--- config.mk ---
export PLATFORM = sky130hd
export DESIGN_NAME = double_ended_queue
export DESIGN_NICKNAME = d
export VERILOG_FILES = /design/src/sv/deq_pkg.sv /design/src/sv/double_ended_queue.sv /design/src/sv/deq_ctrl.sv /design/src/sv/deq_dp.sv
export SDC_FILE = /design/constraint.sdc
export NUM_CORES = 2
export LEC_CHECK = 0
export ABC_AREA = 1
export BUFFER_PORTS_ARGS = -buffer_cell sky130_fd_sc_hd__clkbuf_2
export CAP_MARGIN = 20
export CORE_MARGIN = 1.5
export CORE_UTILIZATION = 50
export CTS_BUF_LIST = sky130_fd_sc_hd__clkbuf_16
export DETAILED_ROUTE_END_ITERATION = 8
export PLACE_DENSITY = 0.7
export SLEW_MARGIN = 25
export SYNTH_ARGS = -nofsm -noshare
export SYNTH_HDL_FRONTEND = slang
export SYNTH_SLANG_ARGS = --single-unit
--- constraint.sdc ---
create_clock -name clock -period 5.8 [get_ports clock]
set_input_delay 1.16 -clock clock [delete_from_list [all_inputs] [get_ports clock]]
set_output_delay 1.16 -clock clock [all_outputs]
set_load 0.01 [all_outputs]
--- src/sv/deq_pkg.sv ---
// ----------------------------------------------------------------------------
// deq_pkg
// Shared constants, codes, types and ring-pointer helpers for the
// double-ended queue.
// ----------------------------------------------------------------------------
package deq_pkg;

   localparam int DEPTH = 64;
   localparam int IDX_W = $clog2(DEPTH);
   localparam int CNT_W = $clog2(DEPTH + 1);
   localparam int SUM_W = CNT_W + 1;
   localparam int DATA_W = 32;

   // actions
   localparam logic [2:0] ACT_PUSH_FRONT = 3'd0;
   localparam logic [2:0] ACT_PUSH_BACK  = 3'd1;
   localparam logic [2:0] ACT_POP_FRONT  = 3'd2;
   localparam logic [2:0] ACT_POP_BACK   = 3'd3;
   localparam logic [2:0] ACT_DUMP       = 3'd4;

   // result status
   localparam logic [1:0] ST_OK    = 2'd0;
   localparam logic [1:0] ST_EMPTY = 2'd1;
   localparam logic [1:0] ST_FULL  = 2'd2;

   // datapath operations
   localparam logic [2:0] OP_NONE         = 3'd0;
   localparam logic [2:0] OP_PUSH_FRONT   = 3'd1;
   localparam logic [2:0] OP_PUSH_BACK    = 3'd2;
   localparam logic [2:0] OP_POP_FRONT    = 3'd3;
   localparam logic [2:0] OP_POP_BACK     = 3'd4;
   localparam logic [2:0] OP_REPORT_FULL  = 3'd5;
   localparam logic [2:0] OP_REPORT_EMPTY = 3'd6;
   localparam logic [2:0] OP_DUMP_STEP    = 3'd7;

   typedef struct packed {
      logic       load;
      logic [2:0] op;
   } cmd_type;

   typedef struct packed {
      logic [2:0] action;
      logic       empty;
      logic       full;
      logic       dump_last;
   } sts_type;

   function automatic logic [IDX_W-1:0] ptr_inc(input logic [IDX_W-1:0] p);
      return (p == IDX_W'(DEPTH - 1)) ? '0 : p + 1'b1;
   endfunction

   function automatic logic [IDX_W-1:0] ptr_dec(input logic [IDX_W-1:0] p);
      return (p == '0) ? IDX_W'(DEPTH - 1) : p - 1'b1;
   endfunction

   // base + off modulo DEPTH, with base < DEPTH and off <= DEPTH
   function automatic logic [IDX_W-1:0] ring_add(input logic [IDX_W-1:0] base,
                                                 input logic [CNT_W-1:0] off);
      logic [SUM_W-1:0] sum;
      sum = SUM_W'(base) + SUM_W'(off);
      if (sum >= SUM_W'(DEPTH)) begin
         sum = sum - SUM_W'(DEPTH);
      end
      return IDX_W'(sum);
   endfunction

endpackage

--- src/sv/double_ended_queue.sv ---
// ----------------------------------------------------------------------------
// double_ended_queue
// Bounded double-ended queue of signed 32-bit words in a ring memory, with
// push and pop at either end and a dump of the whole contents.
// ----------------------------------------------------------------------------
// channel   ports                                        handshake
// request   req_action, req_value                        start high, busy low
// response  rsp_status, rsp_item, rsp_last               rsp_valid, one cycle
//
// push, pop, refused or undefined action: busy in the execute state after accept,
//   no new request until busy is low; the word is registered in that state
// dump of n entries: busy until the last of n steps is issued, one word per cycle
// reset clears pointer and count at once; no clearing pass of the memory
// the receiver cannot stall; an undefined action gives no word
// ----------------------------------------------------------------------------
module double_ended_queue import deq_pkg::*; (
   input  logic                     clock,
   input  logic                     reset,
   input  logic                     start,
   output logic                     busy,
   input  logic [2:0]               req_action,
   input  logic signed [DATA_W-1:0] req_value,
   output logic                     rsp_valid,
   output logic [1:0]               rsp_status,
   output logic signed [DATA_W-1:0] rsp_item,
   output logic                     rsp_last
);

   cmd_type cmd;
   sts_type sts;

   deq_ctrl u_ctrl (
      .clock (clock),
      .reset (reset),
      .start (start),
      .sts   (sts),
      .cmd   (cmd),
      .busy  (busy)
   );

   deq_dp u_dp (
      .clock      (clock),
      .reset      (reset),
      .cmd        (cmd),
      .req_action (req_action),
      .req_value  (req_value),
      .sts        (sts),
      .rsp_valid  (rsp_valid),
      .rsp_status (rsp_status),
      .rsp_item   (rsp_item),
      .rsp_last   (rsp_last)
   );

endmodule

--- src/sv/deq_ctrl.sv ---
// ----------------------------------------------------------------------------
// deq_ctrl
// Controller of the double-ended queue: accepts commands, picks the
// datapath operation and sequences dump runs.
// ----------------------------------------------------------------------------
module deq_ctrl import deq_pkg::*; (
   input  logic    clock,
   input  logic    reset,
   input  logic    start,
   input  sts_type sts,
   output cmd_type cmd,
   output logic    busy
);

   localparam logic [1:0] S_IDLE = 2'd0;
   localparam logic [1:0] S_EXEC = 2'd1;
   localparam logic [1:0] S_DUMP = 2'd2;

   logic [1:0] state_ff;
   logic [1:0] state_in;

   always_comb begin
      state_in = state_ff;
      cmd.load = 1'b0;
      cmd.op   = OP_NONE;
      unique case (state_ff)
         S_IDLE: begin
            if (start) begin
               cmd.load = 1'b1;
               state_in = S_EXEC;
            end
         end
         S_EXEC: begin
            state_in = S_IDLE;
            unique case (sts.action) inside
               ACT_PUSH_FRONT, ACT_PUSH_BACK: begin
                  if (sts.full) begin
                     cmd.op = OP_REPORT_FULL;
                  end else if (sts.action == ACT_PUSH_FRONT) begin
                     cmd.op = OP_PUSH_FRONT;
                  end else begin
                     cmd.op = OP_PUSH_BACK;
                  end
               end
               ACT_POP_FRONT, ACT_POP_BACK: begin
                  if (sts.empty) begin
                     cmd.op = OP_REPORT_EMPTY;
                  end else if (sts.action == ACT_POP_FRONT) begin
                     cmd.op = OP_POP_FRONT;
                  end else begin
                     cmd.op = OP_POP_BACK;
                  end
               end
               ACT_DUMP: begin
                  if (sts.empty) begin
                     cmd.op = OP_REPORT_EMPTY;
                  end else begin
                     cmd.op = OP_DUMP_STEP;
                     if (!sts.dump_last) begin
                        state_in = S_DUMP;
                     end
                  end
               end
               default: begin
                  cmd.op = OP_NONE;
               end
            endcase
         end
         S_DUMP: begin
            cmd.op = OP_DUMP_STEP;
            if (sts.dump_last) begin
               state_in = S_IDLE;
            end
         end
         default: begin
            state_in = S_IDLE;
         end
      endcase
   end

   always_ff @(posedge clock) begin
      if (reset) begin
         state_ff <= S_IDLE;
      end else begin
         state_ff <= state_in;
      end
   end

   assign busy = (state_ff != S_IDLE);

endmodule

--- src/sv/deq_dp.sv ---
// ----------------------------------------------------------------------------
// deq_dp
// Datapath of the double-ended queue: ring memory, front pointer, count,
// dump walker and the registered result word.
// ----------------------------------------------------------------------------
module deq_dp import deq_pkg::*; (
   input  logic                     clock,
   input  logic                     reset,
   input  cmd_type                  cmd,
   input  logic [2:0]               req_action,
   input  logic signed [DATA_W-1:0] req_value,
   output sts_type                  sts,
   output logic                     rsp_valid,
   output logic [1:0]               rsp_status,
   output logic signed [DATA_W-1:0] rsp_item,
   output logic                     rsp_last
);

   logic [DATA_W-1:0] ring_ff [DEPTH];
   logic [DATA_W-1:0] rd_data_ff;

   logic [IDX_W-1:0] front_ff, front_in;
   logic [CNT_W-1:0] count_ff, count_in;
   logic [2:0]       act_ff, act_in;
   logic [DATA_W-1:0] value_ff, value_in;
   logic [IDX_W-1:0] dump_ptr_ff, dump_ptr_in;
   logic [CNT_W-1:0] dump_idx_ff, dump_idx_in;
   logic             valid_ff, valid_in;
   logic [1:0]       status_ff, status_in;
   logic             last_ff, last_in;
   logic             from_mem_ff, from_mem_in;

   logic             wr_en, rd_en;
   logic [IDX_W-1:0] wr_addr, rd_addr;

   assign sts.action    = act_ff;
   assign sts.empty     = (count_ff == '0);
   assign sts.full      = (count_ff == CNT_W'(DEPTH));
   assign sts.dump_last = (dump_idx_ff == count_ff - 1'b1);

   always_comb begin
      front_in    = front_ff;
      count_in    = count_ff;
      act_in      = act_ff;
      value_in    = value_ff;
      dump_ptr_in = dump_ptr_ff;
      dump_idx_in = dump_idx_ff;
      valid_in    = 1'b0;
      status_in   = status_ff;
      last_in     = last_ff;
      from_mem_in = from_mem_ff;
      wr_en       = 1'b0;
      rd_en       = 1'b0;
      wr_addr     = front_ff;
      rd_addr     = front_ff;

      if (cmd.load) begin
         act_in      = req_action;
         value_in    = req_value;
         dump_ptr_in = front_ff;
         dump_idx_in = '0;
      end

      case (cmd.op)
         OP_PUSH_FRONT: begin
            front_in    = ptr_dec(front_ff);
            wr_addr     = ptr_dec(front_ff);
            wr_en       = 1'b1;
            count_in    = count_ff + 1'b1;
            valid_in    = 1'b1;
            status_in   = ST_OK;
            last_in     = 1'b1;
            from_mem_in = 1'b0;
         end
         OP_PUSH_BACK: begin
            wr_addr     = ring_add(front_ff, count_ff);
            wr_en       = 1'b1;
            count_in    = count_ff + 1'b1;
            valid_in    = 1'b1;
            status_in   = ST_OK;
            last_in     = 1'b1;
            from_mem_in = 1'b0;
         end
         OP_POP_FRONT: begin
            rd_addr     = front_ff;
            rd_en       = 1'b1;
            front_in    = ptr_inc(front_ff);
            count_in    = count_ff - 1'b1;
            valid_in    = 1'b1;
            status_in   = ST_OK;
            last_in     = 1'b1;
            from_mem_in = 1'b1;
         end
         OP_POP_BACK: begin
            rd_addr     = ring_add(front_ff, count_ff - 1'b1);
            rd_en       = 1'b1;
            count_in    = count_ff - 1'b1;
            valid_in    = 1'b1;
            status_in   = ST_OK;
            last_in     = 1'b1;
            from_mem_in = 1'b1;
         end
         OP_REPORT_FULL: begin
            valid_in    = 1'b1;
            status_in   = ST_FULL;
            last_in     = 1'b1;
            from_mem_in = 1'b0;
         end
         OP_REPORT_EMPTY: begin
            valid_in    = 1'b1;
            status_in   = ST_EMPTY;
            last_in     = 1'b1;
            from_mem_in = 1'b0;
         end
         OP_DUMP_STEP: begin
            rd_addr     = dump_ptr_ff;
            rd_en       = 1'b1;
            dump_ptr_in = ptr_inc(dump_ptr_ff);
            dump_idx_in = dump_idx_ff + 1'b1;
            valid_in    = 1'b1;
            status_in   = ST_OK;
            last_in     = sts.dump_last;
            from_mem_in = 1'b1;
         end
         default: begin
            valid_in = 1'b0;
         end
      endcase
   end

   // ring memory
   always_ff @(posedge clock) begin
      if (wr_en) begin
         ring_ff[wr_addr] <= value_ff;
      end
      if (rd_en) begin
         rd_data_ff <= ring_ff[rd_addr];
      end
   end

   always_ff @(posedge clock) begin
      if (reset) begin
         front_ff <= '0;
         count_ff <= '0;
         valid_ff <= 1'b0;
      end else begin
         front_ff <= front_in;
         count_ff <= count_in;
         valid_ff <= valid_in;
      end
   end

   always_ff @(posedge clock) begin
      act_ff      <= act_in;
      value_ff    <= value_in;
      dump_ptr_ff <= dump_ptr_in;
      dump_idx_ff <= dump_idx_in;
      status_ff   <= status_in;
      last_ff     <= last_in;
      from_mem_ff <= from_mem_in;
   end

   assign rsp_valid  = valid_ff;
   assign rsp_status = status_ff;
   assign rsp_last   = last_ff;
   assign rsp_item   = from_mem_ff ? $signed(rd_data_ff) : '0;

`ifndef SYNTHESIS
   a_count_bound: assert property (@(posedge clock) disable iff (reset)
      count_ff <= CNT_W'(DEPTH))
      else $error("entry count above depth");

   a_push_grows: assert property (@(posedge clock) disable iff (reset)
      (cmd.op == OP_PUSH_FRONT || cmd.op == OP_PUSH_BACK)
      |=> count_ff == $past(count_ff) + 1'b1)
      else $error("push did not add one entry");

   a_dump_keeps: assert property (@(posedge clock) disable iff (reset)
      cmd.op == OP_DUMP_STEP |=> $stable(count_ff) && $stable(front_ff))
      else $error("dump changed the queue");

   a_refuse_keeps: assert property (@(posedge clock) disable iff (reset)
      (cmd.op == OP_REPORT_FULL || cmd.op == OP_REPORT_EMPTY)
      |=> $stable(count_ff) && rsp_valid && rsp_last)
      else $error("refused word changed state or was not sent");
`endif

endmodule

==> metrics.md <==
| Metric | Value |
|---|---|
| Placed Cells incl. Taps | 11310 |
| Part of the Yosys area used for sequential elements | 0.6759 |
| Crit start category | flop |
| Fill cell count | around 15000 |
| Mapped Nets | 9012 |
| Internal | 26.91 mW |
| Leakage power | ~44 nW |
| Mapped cell area | 95190 um2 |
| Yosys cell types | between 40 and 50 |
| Area Growth Syn to Fin | 12.45% |
| Max Cap Viol | 0 |
| Post-Synth XOR/XNOR Area | 0.002300 |
| Setup TNS | 0 ps |
| Synth top area share | 0.6726 |
| Final Non-Filler Cells | 11710 |
| Synth area leader | edfxtp_1 |
| Syn Area/Cell | 10.64 um2 |
| Initial antenna violation count | 14 |
| # H-tree levels | 4 |
| First-pass GRT wire length | between 400000 and 500000 um |
| Root Buffer | clkbuf_16 |
| Post-DRT Antenna Nets | 0 |
| Ys async rst share | 0 |
| Longest Clk Path Bufs | 3 |
| Worst slew margin | 0.2939 |
| Final WL | 287100 um |
| Setup violators final | 0 |
| Post-Synth Adder-Cell Area | 0.003707 |
| Crit end category | flop |
| DR vias | 67070 |
| Chip width | 439.3 um |
| Overall overflow remaining after global route | 0 |
| Worst Path Arrival | 6090 ps |
| # IOs | 75 |
| Worst min path class | primary input to flop |
| # hold bufs at CTS | 0 |
| Vias in the first global route | 63920 |
| Largest net degree at the start of global routing | 130 |
| Core area | 188400 um2 |
| # Post-CTS Setup Buffers | 0 |
| Type of the worst setup path | flop to flop |
| Detail Placement HPWL | 164200 um |
| Largest family of logic cells by synthesized area | simple AND/OR/NAND/NOR gates |
| TritonCTS clock tree | built |
| Drt wl/cell | 24.52 um |
| Clock Latency Late Sink | ~900 ps |
| Flop pwr share | 0.452 |
| CTS Buf Count | 210 |
| Outcome | finished clean |
| Syn. warnings | 0 |
| Power density cells | 365.1 nW/um2 |
| Critical Path RT | 6400 ps |
| Starting density of the core | 0.5053 |
| Post-synth EDFFs | 2132 |
| Drt pass-1 iters | 6 |
| Die ar. | 193000 um2 |
| Net switching power | roughly 12 mW |
| Layout cell share with drive strength beyond 1 | 0.08450 |
| Unrepaired setup endpoints after global routing | no |
| Worst Skew | 57.19 ps |
| Reg clk slew, reported paths | 60 ps |
| Final Max Tran Viols | 0 |
| DRC Markers | 0 |
| Clock share of power | 0.336 |
| Top post-synthesis cells by area | edfxtp_1 67%, nand3_1 11%, nand2_1 7.1% |
| Mapped Cells | about 8900 |
| Final worst path period share | 0.9466 |
| Avg Vias per Cell | 5.728 |
| Site Rows | 159 |
| Comb pwr share | 0.212 |
| Worst vdd ir | 0.3645 mV |
| DR iter-0 viols | 10130 |
| Gp weighted congestion | 0.8987 |
| Hold Fails Final Rpt | 0 |
| Minimum clock period | about 5500 ps |
| Most used DFF post-synth | edfxtp_1 |
| Post-layout net count | 9096 |
| Synth Area in Simple Gates | 0.2175 |
| Clock sinks | approximately 2100 |
| # port buffers | 74 |
| Post-CTS sizing | 0 |
| Post-synthesis mux area share | 0 |
| Switching part of the total | 0.3115 |
| FMAX | ~180 MHz |
| Total GRT Usage | 0.2937 |
| Synth Area in Compound Gates | 0.005350 |
| CP max FO | 33 |
| Synth Register Bits | 2148 |
| DIE HEIGHT | 439.3 um |
| Tightest Pin Transition | 1059 ps |
power by group through the flow:
stage          sequential [mW]  clock [mW]  combinational [mW]
2_1_floorplan             18.1           0                4.50
3_3_place_gp              18.0           0                7.92
3_5_place_dp              18.0           0                8.05
4_1_cts                   17.7        13.2                8.09
5_1_grt                   17.7        13.8                8.73
6_report                  17.7        13.1                8.28
cell usage in the layout, fill, tap and decap left out, types with 4 or more instances in the layout:
cell type   synthesis  routed
inv_1            1713    1765
buf_4              56     198
clkbuf_16           0     211
clkinv_1            1      56
clkbuf_2            0      74
nand2_2             7       7
nand2_1          1792    1790
nand4_1             7       7
nor2_1            100      36
inv_2              14      12
a31oi_1             4       4
clkinv_16           0       7
a21oi_1            26      23
xor2_1             19      19
diode_2             0       7
nor2_4              5      70
xnor2_1             6       6
buf_12              0     111
or2_2               5       5
dfxtp_1            16      16
edfxtp_1         2132    2132
nand3_1          2167    2167
clkinv_2            0      32
bufinv_16           0      12
o211ai_1            4       4
clkinvlp_4          0       8
o21ai_0            33      33
nor3_1              9       9
nand2_8             0       4
ha_1               25      25
nand3b_1          320     320
o22ai_1             4       4
logic make-up (layout without fill, tap and decap cells):
| group | after synthesis | in the layout |
|---|---|---|
| and+or+nand+nor | 4423 | 4423 |
| buffers and inverters | 2239 | 2499 |
| DFF | 2148 | 2148 |
| AOI/OAI and AO/OA | 85 | 85 |
| adders and majority gates | 27 | 27 |
| xor gates and xnor gates | 25 | 25 |
| other | 0 | 7 |
routing by layer:
metal / part of all wire / global-route usage / vias to the layer above
met5: 0.00022 / 0 / -
met3: 0.11 / 0.05568 / 732
met4: 0.067 / 0.1785 / 6
met1: 0.37 / 0.3874 / 32140
met2: 0.45 / 0.4520 / 4343
li1: - / - / 29860
flip-flops by register name, summed over array words and instances (netlist names), 3 cells and up:
name              count
u_dp.dump_ptr_ff      6
u_dp.value_ff        32
u_dp.count_ff         7
u_dp.front_ff         6
u_dp.ring_ff       2048
u_dp.dump_idx_ff      7
u_dp.act_ff           3
u_dp.rd_data_ff      32
area by class of cell:
class,instances,area (um2),area share
Timing Repair Buffer,383,4079,0.03811
Antenna cell,7,17.52,0.0001636
Inverter,1728,6506,0.06078
Tap cell,2495,3122,0.02916
Sequential cell,2148,64340,0.6011
Clock inverter,177,1340,0.01252
Multi-Input combinational cell,4560,22360,0.2089
Clock buffer,211,5280,0.04933
worst paths after layout:
check,startpoint,to,slack [ps],cells past startpoint
worst max-delay path,u_dp.count_ff[0]$_SDFFE_PP0P_,u_dp.rd_data_ff[21]$_DFFE_PP_,310,23
worst min-delay path,req_value[29],u_dp.value_ff[29]$_DFFE_PP_,470,1
worst max register to register,u_dp.count_ff[0]$_SDFFE_PP0P_,u_dp.rd_data_ff[21]$_DFFE_PP_,310,23
worst min register to register,u_ctrl.state_ff[0]$_SDFFE_PP0P_,u_ctrl.state_ff[0]$_SDFFE_PP0P_,490,2
stage by stage:
stage | instance area (um2) | total power [mW] | setup WS, ps | utilization | hold WS (ps)
2_1_floorplan | 95190 | 22.61 | 1163 | - | 452.3
3_3_place_gp | 100400 | 25.91 | 473.9 | 0.5329 | 470.1
3_5_place_dp | 100400 | 26.04 | 395.7 | 0.5329 | 484.1
4_1_cts | 107000 | 38.98 | 379.4 | 0.5681 | 418.3
5_1_grt | 107000 | 40.19 | 41.44 | 0.5681 | 438.6
6_report | 107000 | 39.08 | 309.9 | 0.5682 | 468.7
critical path: stages, from the launching register on:
cell	delay, ps
dfxtp_1	370
inv_1	160
ha_1	240
nand2_2	110
inv_2	60
nand2_2	80
o311ai_0	300
o21ai_0	120
a21oi_1	350
ha_1	440
nand4_2	190
nand2_1	220
inv_8	150
nand2_8	260
buf_12	230
buf_12	230
buf_12	230
nand2_1	70
nand3_1	60
nand3_1	150
nand3_1	180
nand3_1	290
nand3_1	560
nand2_1	90
cells in the mapped netlist, types with 2 or more instances:
cell,instances
o22ai_1,4
dfxtp_1,16
buf_4,56
nor2_1,100
or2_2,5
inv_2,14
o211ai_1,4
xor2_1,19
fa_1,2
nor3_1,9
buf_1,38
buf_2,298
nand3_1,2167
nand2_4,3
o221ai_1,2
a211oi_1,3
nand2_2,7
o21ai_0,33
nand3_4,2
nor2_2,2
nand2_1,1792
nand4_1,7
a21oi_1,26
clkbuf_4,2
xnor2_1,6
ha_1,25
a31oi_1,4
edfxtp_1,2132
inv_1,1713
clkbuf_1,108
nor2_4,5
nand3b_1,320
buf_6,9
nand4_2,2
No activity file was read; power rests on OpenSTA's default activity.
